<file path="src/rtl/imgds_pkg.sv">
`timescale 1ns / 1ps
// Shared types and constants for the image downscaler.
// No dependencies; used by every module of the block.
package imgds_pkg;

  localparam int SampleW    = 8;
  localparam int SumW       = 16;
  localparam int AddW       = 10;   // sample times a weight of at most 4
  localparam int NumCh      = 3;
  localparam int FactorW    = 5;
  localparam int DimW       = 13;
  localparam int ColorW     = 2;
  localparam int CfgIdxW    = 2;
  localparam int RowW       = 12;
  localparam int HeightLimit = 4096;
  localparam int GaussFactor = 3;
  localparam int GaussDiv   = 16;

  // Block divisor d (fc*fc or 16) is replaced by a multiply with
  // ceil(2^RecipShift / d); exact for 16-bit sums while d < 2^DivisorW.
  localparam int DivisorW   = 2 * FactorW;
  localparam int RecipShift = SumW + DivisorW;
  localparam int RecipW     = RecipShift - 1;
  localparam int DvdW       = RecipShift + 1;

  localparam int DefMaxWidth  = 4096;
  localparam int DefMaxFactor = 16;
  localparam int DefChannels  = 3;

  typedef enum logic [CfgIdxW-1:0] {
    CFG_SCALE_FACTOR   = 2'd0,
    CFG_IN_WIDTH       = 2'd1,
    CFG_IN_HEIGHT      = 2'd2,
    CFG_COLOR_CHANNELS = 2'd3
  } cfg_idx_e;

  typedef struct packed {
    logic [SampleW-1:0] sample_0;
    logic [SampleW-1:0] sample_1;
    logic [SampleW-1:0] sample_2;
  } pix_t;

  typedef struct packed {
    logic [SampleW-1:0] result_0;
    logic [SampleW-1:0] result_1;
    logic [SampleW-1:0] result_2;
    logic               frame_end;
  } res_t;

  // one accumulate request, built in the accept cycle
  typedef struct packed {
    logic                       first;
    logic                       last;
    logic                       fend;
    logic                       gray;
    logic [NumCh-1:0][AddW-1:0] add;
  } acc_req_t;

  // finished block sums on their way to the scaler
  typedef struct packed {
    logic                       valid;
    logic                       fend;
    logic                       gray;
    logic [NumCh-1:0][SumW-1:0] sum;
  } acc_res_t;

  // values derived from the registers by the divider
  typedef struct packed {
    logic [DimW-1:0]   out_w;
    logic [DimW-1:0]   w_full;
    logic [DimW-1:0]   h_full;
    logic [RecipW-1:0] recip;
  } geom_t;

endpackage

</file>
<file path="src/rtl/imgds_scale_out.sv">
`timescale 1ns / 1ps
// Reciprocal multiply of block sums and the output register.
// Depends on imgds_pkg.
module imgds_scale_out (
  input  logic                            clk_i,
  input  logic                            rst_ni,
  input  imgds_pkg::acc_res_t             res_i,
  input  logic [imgds_pkg::RecipW-1:0]    recip_i,
  input  logic                            out_stall_i,
  output logic                            out_valid_o,
  output imgds_pkg::res_t                 out_res_o
);

  localparam int ProdW = imgds_pkg::SumW + imgds_pkg::RecipW;
  localparam int NumCh = imgds_pkg::NumCh;
  localparam int SmpW  = imgds_pkg::SampleW;

  logic [NumCh-1:0][ProdW-1:0] prod;
  logic [NumCh-1:0][SmpW-1:0]  quo;
  logic                        out_valid_q;
  imgds_pkg::res_t             out_res_q;

  for (genvar c = 0; c < NumCh; c++) begin : g_mul
    assign prod[c] = ProdW'(res_i.sum[c]) * ProdW'(recip_i);
    assign quo[c]  = prod[c][imgds_pkg::RecipShift +: SmpW];
  end

  always_ff @(posedge clk_i or negedge rst_ni) begin
    if (!rst_ni) begin
      out_valid_q <= 1'b0;
    end else if (res_i.valid) begin
      out_valid_q <= 1'b1;
    end else if (!out_stall_i) begin
      out_valid_q <= 1'b0;
    end
  end

  always_ff @(posedge clk_i) begin
    if (res_i.valid) begin
      out_res_q.result_0  <= quo[0];
      out_res_q.result_1  <= res_i.gray ? '0 : quo[1];
      out_res_q.result_2  <= res_i.gray ? '0 : quo[2];
      out_res_q.frame_end <= res_i.fend;
    end
  end

  assign out_valid_o = out_valid_q;
  assign out_res_o   = out_res_q;

  a_no_overwrite: assert property (@(posedge clk_i) disable iff (!rst_ni)
    res_i.valid |-> !(out_valid_q && out_stall_i))
    else $error("new result while the output request is stalled");

endmodule

</file>
<file path="config.mk">
export PLATFORM = sky130hd
export DESIGN_NAME = imgds_scale_out
export DESIGN_NICKNAME = d
export VERILOG_FILES = /design/src/rtl/imgds_pkg.sv /design/src/rtl/imgds_scale_out.sv
export SDC_FILE = /design/constraint.sdc
export NUM_CORES = 2
export LEC_CHECK = 0
export ABC_AREA = 1
export BUFFER_PORTS_ARGS = -buffer_cell sky130_fd_sc_hd__buf_2
export CORE_MARGIN = 2
export CORE_UTILIZATION = 35
export CTS_CLUSTER_DIAMETER = 30
export DETAILED_ROUTE_END_ITERATION = 10
export GPL_ROUTABILITY_DRIVEN = 0
export PLACE_DENSITY = 0.47
export SETUP_SLACK_MARGIN = 0.1
export SYNTH_ARGS = -nofsm -noshare
export SYNTH_HDL_FRONTEND = slang
export SYNTH_SLANG_ARGS = --single-unit
export TNS_END_PERCENT = 20
</file>
<file path="constraint.sdc">
create_clock -name clk_i -period 0.8 [get_ports clk_i]
set_input_delay 0.04 -clock clk_i [delete_from_list [all_inputs] [get_ports clk_i]]
set_output_delay 0.04 -clock clk_i [all_outputs]
set_load 0.1 [all_outputs]
</file>
==> results.toml <==
[yosys]
synth_cells = 4892
synth_top_area_cell = "fa_1"
yosysUniqueCellTypes = 35
synthSimpleGateAreaFrac_pct = 18.4
avgSynthCellArea_um2 = 7.45
synth_xor_area_share_pct = 0.384
synth_nets = 6105
synth.yosys.warnings = 0
synth_area_um2 = 36500
synth_mux_area_share_pct = 0
synth_compound_area_share_pct = 3.02
ys_seq_area_share_pct = 2.13
synth_top_family_by_area = "adder cells"
ys_top_cells_by_area = "fa_1, inv_1, nand2_1, ha_1, clkbuf_1"
synth_top_area_share_pct = 49.4
ys_ff_latch = 26
synthAdderAreaFrac_pct = 57.5

[placed_design]
dp_slack_ns = -4.64
io_buffers = 104
place_hpwl_um = 92000

[cells_and_area]
drive_gt1_share_pct = 18.6
nets = 6526
syn_to_final_growth_pct = 25.6

[critical_path]
reg2reg_slack_ns = 0.10
required_ns = 0.90
slowest_delay_ns = 0.55
start_kind = "primary input"
critical_path_class = "primary input to register"
worstSetupEndpointType = "register"
crit_family = "adder cells"
path_depth = 25
cp-endpoint = "out_res_o[16]"
crit_arrival_ns = 5.06
worstSetupStartpoint = "recip_i[17]"
slowest_stage = "fa_1"
crit_fanout = 8
worstRegToRegCells = 1
crit_top_cell = "fa_1"
r2r_end = "out_valid_o"
r2r-start = "out_valid_o"
critPathBufInv = 10

[clocking]
cts_tree = "built"
cts.sinks = 26
cts_buffer_depth = 2
path_clk_slew_ns = 0.12
htreeDepth = 1
clk_latency_ns = 0.33
cts-root-buf = "clkbuf_16"
cts_buffers = 3

[route]
num_vias = 30409
antenna_left = 0
wirelength_um = 117000
drt_first_pass_iters = 5
drt_iter0_drc = 1676
routed_via_density = 4.54
wire_per_inst_um = 17.4
drc = 0

[floorplanning]
start_util_pct = 35.3
die_h_um = 327
rows = 118
ios = 105
die_x_um = 327
dieArea_um2 = 107000
coreArea_um2 = 103000

[global_routing]
grt_usage_pct = 21.7
grt_pass1_vias = 32053
grt_use_met2_pct = 36.0
grt_max_degree = 34
grtUsageMet3_pct = 2.30
met1_usage_pct = 31.1
grt_pass1_wl_um = 181000
grt_overflow = 0
busiest_layer = "met2"
grt_antenna_before_repair = 7

[timing]
max_freq_ghz = 0.202
period_minus_slack_ns = 4.96
finalHoldViolations = 0
setup_slack_ns = -4.16
rsz0062_at_grt = "true"
setup_viol = 50
worst-slew-pin-transition_ns = 0.521
min_period_over_period_pct = 619
slew_headroom_pct = 65.2
fin_skew_ns = 0
drv_slew = 0

[run]
drv_cap = 0

[run_status]
status = "complete, but fails checks"
violations = "negative setup slack"

[worst_hold_path]
hp-class = "primary input to register"
how the worst min path moves through the flow:
stage	to	cells after the start	slack (ns)	from
floorplan	out_valid_o	0	-0.26	rst_ni
global placement	out_valid_o	1	-0.18	rst_ni
detailed placement	out_valid_o	1	-0.18	rst_ni
CTS	out_res_o[10]	2	0.18	res_i[50]
global route	out_valid_o	3	0.18	res_i[50]
finish	out_res_o[10]	2	0.17	res_i[50]
registers in the layout, summed over array words and instances (netlist names):
| signal | flops |
|---|---|
| out_valid_o | 1 |
| out_res_o | 25 |
cells in the mapped netlist, drive strengths merged:
cell type	n
edfxtp	25
a21oi	109
xnor2	7
a21boi	3
and3	1
buf	50
o31ai	4
o21a	2
o21ai	49
nor4	10
nor3	26
fa	900
a21o	13
nand3	74
clkbuf	200
a211oi	2
nor2	123
xor2	9
ha	234
a31oi	6
o21bai	10
or2	2
dfrtp	1
nand2	1466
inv	1545
o211ai	1
nand4	11
nand3b	9
cells by family (layout without fill, tap and decap cells):
kind of cell | after synthesis | in the layout
AO/OA/AOI/OAI | 199 | 199
AND/OR/NAND/NOR | 1722 | 1722
adder cells (fa/ha/maj) | 1134 | 1134
flip-flops | 26 | 26
buffers and inverters | 1795 | 2215
other | 0 | 3
XOR/XNOR | 16 | 16
metal layers:
metal	routed length, um	vias to the layer above
met3	5820	117
met4	2730	4
li1	-	14405
met5	30	-
met2	54700	687
met1	53500	15196
cell type report:
| cell class | instances | area (um2) |
|---|---|---|
| inverter | 1545 | 5800 |
| fill | 10616 | 57600 |
| multi-input combinational | 3071 | 30400 |
| timing repair buffer | 666 | 6990 |
| antenna | 3 | 7.51 |
| clock buffer | 4 | 88.8 |
| tap | 1380 | 1730 |
| sequential | 26 | 776 |
layout by cell type, fill, tap and decap left out, types with 5 or more instances in the layout:
master,n
inv_1,1512
nand2_1,1400
fa_1,858
buf_4,449
ha_1,183
buf_12,119
nor2_1,79
nand3_1,74
a21oi_1,65
nand2_2,55
ha_4,50
a21oi_2,42
fa_2,42
inv_2,32
buf_2,32
nor2_2,31
buf_6,31
o21ai_0,25
edfxtp_1,25
clkbuf_16,17
o21ai_1,14
nor3_1,13
nor2_4,13
a21o_1,13
nor3_2,12
nand4_1,11
nand2_4,11
o21ai_2,10
nand3b_1,9
o21bai_1,9
nor4_2,9
xor2_1,8
xnor2_1,7
buf_16,6
clkbuf_4,6
a31oi_1,5
metrics by stage:
step | cell area (um2) | utilization [%] | std cells | hold slack, ns | TNS, ns
after floorplan | 37800 | - | 4892 | -0.256 | -100.55
after global placement | 43000 | 41.6 | 6611 | -0.185 | -109.55
after detailed placement | 43000 | 41.6 | 6611 | -0.183 | -109.38
after CTS | 43800 | 42.4 | 6639 | 0.183 | -105.02
after global routing | 45800 | 44.3 | 6694 | 0.178 | -108.49
final | 45800 | 44.3 | 6695 | 0.173 | -102.96
what timing repair did:
| item | in CTS | in global routing |
|---|---|---|
| gates resized for setup | 96 | 346 |
| setup buffers | 11 | 39 |
| endpoints found under the setup margin | 51 | 51 |
| pin swaps | 26 | 152 |
| hold buffers | 4 | 0 |
| hold endpoints to repair | 3 | 0 |
| gates cloned | 9 | 14 |
Power is not shown: default switching activity piles up to over one toggle a cycle in this logic, so the estimate is an artifact.
