`config.mk`:
```
export PLATFORM = sky130hd
export DESIGN_NAME = imgds_geom_div
export DESIGN_NICKNAME = d
export VERILOG_FILES = /design/src/rtl/imgds_pkg.sv /design/src/rtl/imgds_geom_div.sv
export SDC_FILE = /design/constraint.sdc
export NUM_CORES = 1
export LEC_CHECK = 0
export BUFFER_PORTS_ARGS = -buffer_cell sky130_fd_sc_hd__buf_2
export CORE_MARGIN = 10
export CORE_UTILIZATION = 58
export DETAILED_ROUTE_END_ITERATION = 10
export PLACE_DENSITY = 0.79
export SYNTH_ARGS = -nofsm -noshare
export SYNTH_HDL_FRONTEND = slang
export SYNTH_SLANG_ARGS = --single-unit
```
`constraint.sdc`:
```
create_clock -name clk_i -period 5.4 [get_ports clk_i]
set_clock_uncertainty 0.2 [all_clocks]
set_input_delay 0.27 -clock clk_i [delete_from_list [all_inputs] [get_ports clk_i]]
set_output_delay 0.27 -clock clk_i [all_outputs]
set_load 0.05 [all_outputs]
```
`src/rtl/imgds_pkg.sv`:
```
`timescale 1ns / 1ps
// Shared types and constants for the image downscaler.
// No dependencies; used by every module of the block.
package imgds_pkg;

  localparam int SampleW    = 8;
  localparam int SumW       = 16;
  localparam int AddW       = 10;   // sample times a weight of at most 4
  localparam int NumCh      = 3;
  localparam int FactorW    = 5;
  localparam int DimW       = 13;
  localparam int ColorW     = 2;
  localparam int CfgIdxW    = 2;
  localparam int RowW       = 12;
  localparam int HeightLimit = 4096;
  localparam int GaussFactor = 3;
  localparam int GaussDiv   = 16;

  // Block divisor d (fc*fc or 16) is replaced by a multiply with
  // ceil(2^RecipShift / d); exact for 16-bit sums while d < 2^DivisorW.
  localparam int DivisorW   = 2 * FactorW;
  localparam int RecipShift = SumW + DivisorW;
  localparam int RecipW     = RecipShift - 1;
  localparam int DvdW       = RecipShift + 1;

  localparam int DefMaxWidth  = 4096;
  localparam int DefMaxFactor = 16;
  localparam int DefChannels  = 3;

  typedef enum logic [CfgIdxW-1:0] {
    CFG_SCALE_FACTOR   = 2'd0,
    CFG_IN_WIDTH       = 2'd1,
    CFG_IN_HEIGHT      = 2'd2,
    CFG_COLOR_CHANNELS = 2'd3
  } cfg_idx_e;

  typedef struct packed {
    logic [SampleW-1:0] sample_0;
    logic [SampleW-1:0] sample_1;
    logic [SampleW-1:0] sample_2;
  } pix_t;

  typedef struct packed {
    logic [SampleW-1:0] result_0;
    logic [SampleW-1:0] result_1;
    logic [SampleW-1:0] result_2;
    logic               frame_end;
  } res_t;

  // one accumulate request, built in the accept cycle
  typedef struct packed {
    logic                       first;
    logic                       last;
    logic                       fend;
    logic                       gray;
    logic [NumCh-1:0][AddW-1:0] add;
  } acc_req_t;

  // finished block sums on their way to the scaler
  typedef struct packed {
    logic                       valid;
    logic                       fend;
    logic                       gray;
    logic [NumCh-1:0][SumW-1:0] sum;
  } acc_res_t;

  // values derived from the registers by the divider
  typedef struct packed {
    logic [DimW-1:0]   out_w;
    logic [DimW-1:0]   w_full;
    logic [DimW-1:0]   h_full;
    logic [RecipW-1:0] recip;
  } geom_t;

endpackage

```
`src/rtl/imgds_geom_div.sv`:
```
`timescale 1ns / 1ps
// Shift-subtract divider that derives frame geometry and the scale reciprocal.
// Depends on imgds_pkg.
module imgds_geom_div (
  input  logic                               clk_i,
  input  logic                               rst_ni,
  input  logic                               start_i,
  input  logic [imgds_pkg::DimW-1:0]         w_i,
  input  logic [imgds_pkg::DimW-1:0]         h_i,
  input  logic [imgds_pkg::FactorW-1:0]      fc_i,
  input  logic [imgds_pkg::DivisorW-1:0]     dsr_i,
  output logic                               busy_o,
  output imgds_pkg::geom_t                   geom_o
);

  localparam int DvdW  = imgds_pkg::DvdW;
  localparam int DsrW  = imgds_pkg::DivisorW;
  localparam int DimW  = imgds_pkg::DimW;
  localparam int StepW = $clog2(DvdW);

  typedef enum logic [1:0] {ST_IDLE, ST_LOAD, ST_RUN} st_e;
  typedef enum logic [1:0] {JOB_WIDTH, JOB_HEIGHT, JOB_RECIP} job_e;

  st_e              state_q;
  job_e             job_q;
  logic [StepW-1:0] step_q;
  logic [DvdW-1:0]  dvd_q;
  logic [DsrW-1:0]  dsr_q;
  logic [DsrW-1:0]  rem_q;
  imgds_pkg::geom_t geom_q;

  logic [DvdW-1:0]  op_dvd;
  logic [DsrW-1:0]  op_dsr;
  logic [DsrW:0]    shifted;
  logic             ge;
  logic [DsrW-1:0]  rem_d;
  logic [DvdW-1:0]  dvd_d;

  always_comb begin
    case (job_q)
      JOB_HEIGHT: begin
        op_dvd = DvdW'(h_i);
        op_dsr = DsrW'(fc_i);
      end
      JOB_RECIP: begin
        op_dvd = (DvdW'(1) << imgds_pkg::RecipShift) + DvdW'(dsr_i) - DvdW'(1);
        op_dsr = dsr_i;
      end
      default: begin
        op_dvd = DvdW'(w_i);
        op_dsr = DsrW'(fc_i);
      end
    endcase
  end

  // one quotient bit per cycle
  always_comb begin
    shifted = {rem_q, dvd_q[DvdW-1]};
    ge      = (shifted >= {1'b0, dsr_q});
    rem_d   = ge ? DsrW'(shifted - {1'b0, dsr_q}) : DsrW'(shifted);
    dvd_d   = {dvd_q[DvdW-2:0], ge};
  end

  always_ff @(posedge clk_i or negedge rst_ni) begin
    if (!rst_ni) begin
      state_q <= ST_LOAD;
      job_q   <= JOB_WIDTH;
      step_q  <= '0;
      dvd_q   <= '0;
      dsr_q   <= '0;
      rem_q   <= '0;
      geom_q  <= '0;
    end else begin
      case (state_q)
        ST_IDLE: begin
          if (start_i) begin
            state_q <= ST_LOAD;
            job_q   <= JOB_WIDTH;
          end
        end
        ST_LOAD: begin
          dvd_q   <= op_dvd;
          dsr_q   <= op_dsr;
          rem_q   <= '0;
          step_q  <= '0;
          state_q <= ST_RUN;
        end
        ST_RUN: begin
          dvd_q  <= dvd_d;
          rem_q  <= rem_d;
          step_q <= step_q + StepW'(1);
          if (step_q == StepW'(DvdW - 1)) begin
            case (job_q)
              JOB_WIDTH: begin
                geom_q.out_w  <= DimW'(dvd_d);
                geom_q.w_full <= w_i - DimW'(rem_d);
                job_q         <= JOB_HEIGHT;
                state_q       <= ST_LOAD;
              end
              JOB_HEIGHT: begin
                geom_q.h_full <= h_i - DimW'(rem_d);
                job_q         <= JOB_RECIP;
                state_q       <= ST_LOAD;
              end
              default: begin
                geom_q.recip <= imgds_pkg::RecipW'(dvd_d);
                job_q        <= JOB_WIDTH;
                state_q      <= ST_IDLE;
              end
            endcase
          end
        end
        default: state_q <= ST_IDLE;
      endcase
    end
  end

  assign busy_o = (state_q != ST_IDLE);
  assign geom_o = geom_q;

endmodule

```
==> metrics.txt <==
# TYPE chip_impl_metric gauge
chip_impl_info{name="outcome",value="complete, no violations"} 1
chip_impl_metric{name="fin_nets",unit=""} 971
chip_impl_metric{name="vdd_ir_drop_max",unit="µV"} 358
chip_impl_metric{name="yosys_register_bits",unit=""} 120
chip_impl_metric{name="grtUsageTotal",unit="%"} 23.7
chip_impl_metric{name="cts.sink_count",unit=""} 120
chip_impl_metric{name="first_global_vias",unit=""} 6407
chip_impl_metric{name="final_min_period_over_clock_period",unit="%"} 86.1
chip_impl_metric{name="setup_viol",unit=""} 0
chip_impl_info{name="clockRootBuffer",value="sky130_fd_sc_hd__clkbuf_16"} 1
chip_impl_metric{name="cts_max_path_buffers",unit=""} 2
chip_impl_metric{name="design_area",unit="mm²"} 0.00860
chip_impl_metric{name="drt_pre_antenna_iters",unit=""} 5
chip_impl_metric{name="power.combinational.fraction",unit="%"} 54.8
chip_impl_info{name="synth_top_cells_by_area",value="sky130_fd_sc_hd__dfrtp_1 (41%), sky130_fd_sc_hd__mux2_2 (5.9%), sky130_fd_sc_hd__nand2_1 (5.6%)"} 1
chip_impl_metric{name="clock_latency",unit="ns"} 0.42
chip_impl_metric{name="portBuffers",unit=""} 108
chip_impl_metric{name="worst_pin_slew",unit="ns"} 1.11
chip_impl_metric{name="tritoncts.num_buffers",unit=""} 17
chip_impl_metric{name="cp_data_arrival_time",unit="ns"} 4.78
chip_impl_metric{name="worst-path-max-fanout",unit=""} 11
chip_impl_metric{name="worst_ep_required_time",unit="ns"} 5.53
chip_impl_metric{name="drc",unit=""} 0
chip_impl_info{name="ys_top_cells_by_count",value="sky130_fd_sc_hd__dfrtp_1 (119), sky130_fd_sc_hd__nand2_1 (109), sky130_fd_sc_hd__o21ai_0 (65)"} 1
chip_impl_metric{name="sequentialPowerShare",unit="%"} 22.9
chip_impl_metric{name="relSlewSlack",unit="%"} 25.5
chip_impl_info{name="worst_setup_path_class",value="reg2reg"} 1
chip_impl_metric{name="cell_internal_pwr",unit="mW"} 2.88
chip_impl_info{name="synth_largest_area_cell",value="sky130_fd_sc_hd__dfrtp_1"} 1
chip_impl_metric{name="synthDistinctLibCells",unit=""} 78
chip_impl_metric{name="cap_viol_max_count",unit=""} 0
chip_impl_metric{name="setup_slack",unit="ns"} 0.748
chip_impl_metric{name="initial_core_util",unit="%"} 59.8
chip_impl_metric{name="layout-area-overhead-vs-synth",unit="%"} 18.4
chip_impl_metric{name="routedLengthMet1",unit="mm"} 8.69
chip_impl_metric{name="synth_enable_flop_cells",unit=""} 0
chip_impl_metric{name="diodes",unit=""} 0
chip_impl_info{name="worstSetupStartpointType",value="flop"} 1
chip_impl_metric{name="drtIter0Drc",unit=""} 608
chip_impl_info{name="worstSetupEndpointType",value="flop"} 1
chip_impl_metric{name="power_switching_share",unit="%"} 44.7
chip_impl_metric{name="viasPerCell",unit=""} 5.95
chip_impl_metric{name="final.setup.tns",unit="ns"} 0
chip_impl_metric{name="detailedPlacementHpwl",unit="mm"} 15.3
chip_impl_info{name="synth_flop_type",value="sky130_fd_sc_hd__dfrtp_1"} 1
chip_impl_metric{name="post-route-min-period",unit="ns"} 4.65
chip_impl_metric{name="postLayoutCoreUtil",unit="%"} 70.7
chip_impl_metric{name="fillCellCount",unit=""} 940
chip_impl_metric{name="post_synth_instance_area",unit="mm²"} 0.00727
chip_impl_metric{name="die_area",unit="mm²"} 0.0174
chip_impl_metric{name="place_ws",unit="ns"} 0.838
chip_impl_metric{name="netlist.area_leader.share",unit="%"} 41.0
chip_impl_metric{name="clock_power_share",unit="%"} 22.3
chip_impl_metric{name="detail-route-antenna-nets",unit=""} 0
chip_impl_metric{name="synthesis.yosys.warnings",unit=""} 0
chip_impl_metric{name="route.met3.wl",unit="mm"} 1.78
chip_impl_metric{name="top_level_ports",unit=""} 109
chip_impl_metric{name="grt_overflow",unit=""} 0
chip_impl_info{name="rsz_0062_raised_after_global_routing",value="no"} 1
chip_impl_metric{name="power.density_cell_area",unit="mW/mm²"} 606
chip_impl_metric{name="post_route_cells_drive_above_1_share",unit="%"} 23.2
chip_impl_metric{name="final.hold.worst_slack",unit="ns"} 0.0138
chip_impl_metric{name="async_flop_share",unit="%"} 100
chip_impl_metric{name="final_hold_viol_count",unit=""} 0
chip_impl_metric{name="synth_seq_area_share",unit="%"} 41.3
chip_impl_metric{name="maxClockFrequency",unit="MHz"} 215
chip_impl_metric{name="chipHeight",unit="µm"} 132
chip_impl_metric{name="initial_antenna_violation_count",unit=""} 0
chip_impl_metric{name="weighted_congestion_reported_at_the_end_of_routability_driven_placement",unit=""} 0.914
chip_impl_info{name="post-synth-top-count-cell",value="sky130_fd_sc_hd__dfrtp_1"} 1
chip_impl_metric{name="postSynthAreaPerCell",unit="µm²"} 9.16
chip_impl_metric{name="synthesized_nets",unit=""} 867
chip_impl_metric{name="floorplan.die.width",unit="µm"} 132
chip_impl_metric{name="timing.final.max_slew_violations",unit=""} 0
chip_impl_metric{name="drt-wirelength-per-cell",unit="µm"} 19.3
chip_impl_metric{name="standby_leakage_power",unit="nW"} 4.02
chip_impl_metric{name="post_cts_buffers",unit=""} 0
chip_impl_metric{name="power.switching",unit="mW"} 2.33
chip_impl_metric{name="grt_max_degree",unit=""} 70
chip_impl_metric{name="core_area",unit="mm²"} 0.0122
chip_impl_info{name="hold_crit_class",value="in2reg"} 1
chip_impl_metric{name="clock_tree.htree_level_count",unit=""} 4
chip_impl_metric{name="placed_cell_area",unit="mm²"} 0.00784
chip_impl_info{name="clock_tree_from_tritoncts",value="yes"} 1
chip_impl_metric{name="grt_pass1_wl",unit="mm"} 33.8
chip_impl_metric{name="met2_length",unit="mm"} 10.0
chip_impl_metric{name="path_clk_slew",unit="ns"} 0.06
chip_impl_info{name="maxUsedRoutingLayer",value="met4"} 1
chip_impl_metric{name="floorplan.rows",unit=""} 40
chip_impl_metric{name="detailroute.via_count",unit=""} 6419
chip_impl_metric{name="totalWireLength",unit="mm"} 20.8
chip_impl_metric{name="netlist_instances",unit=""} 793
==> routing by layer <==
layer / up-vias / global-route usage (%)
met5: - / 0
met4: 0 / 7.42
met3: 29 / 6.40
met2: 274 / 38.4
met1: 3098 / 29.9
li1: 3018 / -
==> per-stage QoR <==
| step | power [mW] | cells |
|---|---|---|
| after floorplan | 3.37 | 793 |
| after global placement | 3.92 | 1031 |
| after detailed placement | 3.99 | 1031 |
| after CTS | 5.18 | 1078 |
| after global routing | 5.58 | 1078 |
| final | 5.21 | 1078 |
==> cells by family after synthesis <==
group                    count (synthesis)  synth area share, %
XOR/XNOR                                44                 5.30
flip-flops                             120                 41.3
AO/OA/AOI/OAI                          213                 19.0
adder cells (fa/ha/maj)                 38                 6.42
AND/OR/NAND/NOR                        243                 15.8
multiplexers                            44                 6.71
buffers and inverters                   91                 5.46
==> registers in the layout, summed over array words and instances, names as in the netlist <==
register,flops
rem_q,10
dvd_q,27
geom_o,64
job_q,2
state_q,2
dsr_q,10
step_q,5
==> power groups by stage <==
stage	registers, mW	clock network (mW)	logic, mW
detailed placement	1.21	0	2.78
global route	1.22	1.22	3.14
global placement	1.20	0	2.72
finish	1.19	1.16	2.86
floorplan	1.17	0	2.20
CTS	1.19	1.17	2.82
==> cell usage in the layout, fill, tap and decap left out, drive strengths merged, types with 10 or more instances in the layout <==
cell         Yosys  final
a211oi          18     18
a21oi           52     52
a22oi           11     11
buf              4    113
clkbuf          38     22
dfrtp          119    119
dlygate4sd3      0     15
ha              29     29
inv             48     50
mux2            38     38
nand2          110    110
nand3           24     24
nor2            51     51
nor3            10     10
o21ai           68     68
o22ai           13     13
xnor2           31     31
xor2            13     13
==> worst paths after layout <==
kind                       startpoint         end  slack (ns)  cells past startpoint
max in group asynchronous      rst_ni   geom_o[0]        3.49                      3
hold / removal               dsr_i[0]    dsr_q[0]        0.01                      3
setup / recovery             rem_q[7]  geom_o[48]        0.75                     17
hold reg to reg            geom_o[28]  geom_o[28]        0.28                      2
setup reg to reg             rem_q[7]  geom_o[48]        0.75                     17
min in group asynchronous      rst_ni  geom_o[26]        0.32                      2
==> worst max-delay path, stage by stage (launching register included) <==
cell and delay, ns:
sky130_fd_sc_hd__dfrtp_1 0.40, sky130_fd_sc_hd__ha_1 0.36, sky130_fd_sc_hd__a21o_1 0.22, sky130_fd_sc_hd__a211o_1 0.34, sky130_fd_sc_hd__nor2_4 0.23, sky130_fd_sc_hd__nand2_1 0.26
sky130_fd_sc_hd__o21ai_0 0.29, sky130_fd_sc_hd__inv_1 0.10, sky130_fd_sc_hd__ha_1 0.23, sky130_fd_sc_hd__inv_1 0.07, sky130_fd_sc_hd__ha_1 0.16, sky130_fd_sc_hd__a311oi_1 0.09
sky130_fd_sc_hd__o311ai_0 0.40, sky130_fd_sc_hd__nand3_1 0.23, sky130_fd_sc_hd__nor4_1 0.57, sky130_fd_sc_hd__nor2_1 0.11, sky130_fd_sc_hd__xnor2_1 0.15, sky130_fd_sc_hd__o21ai_0 0.16
==> area by class of cell <==
class	instances	area, µm²	area share, %
timing repair buffer	128	731	8.50
tap	168	210	2.44
sequential	120	3000	34.9
multi-input combinational	582	3870	45.0
clock inverter	10	143	1.66
clock buffer	22	464	5.40
inverter	48	180	2.09
==> what timing repair did <==
action                                 4_1_cts  5_1_grt
endpoints found under the hold margin       81        0
resized for setup                            0        0
hold buffers                                15        0
Power figures use the tool's default switching activity.
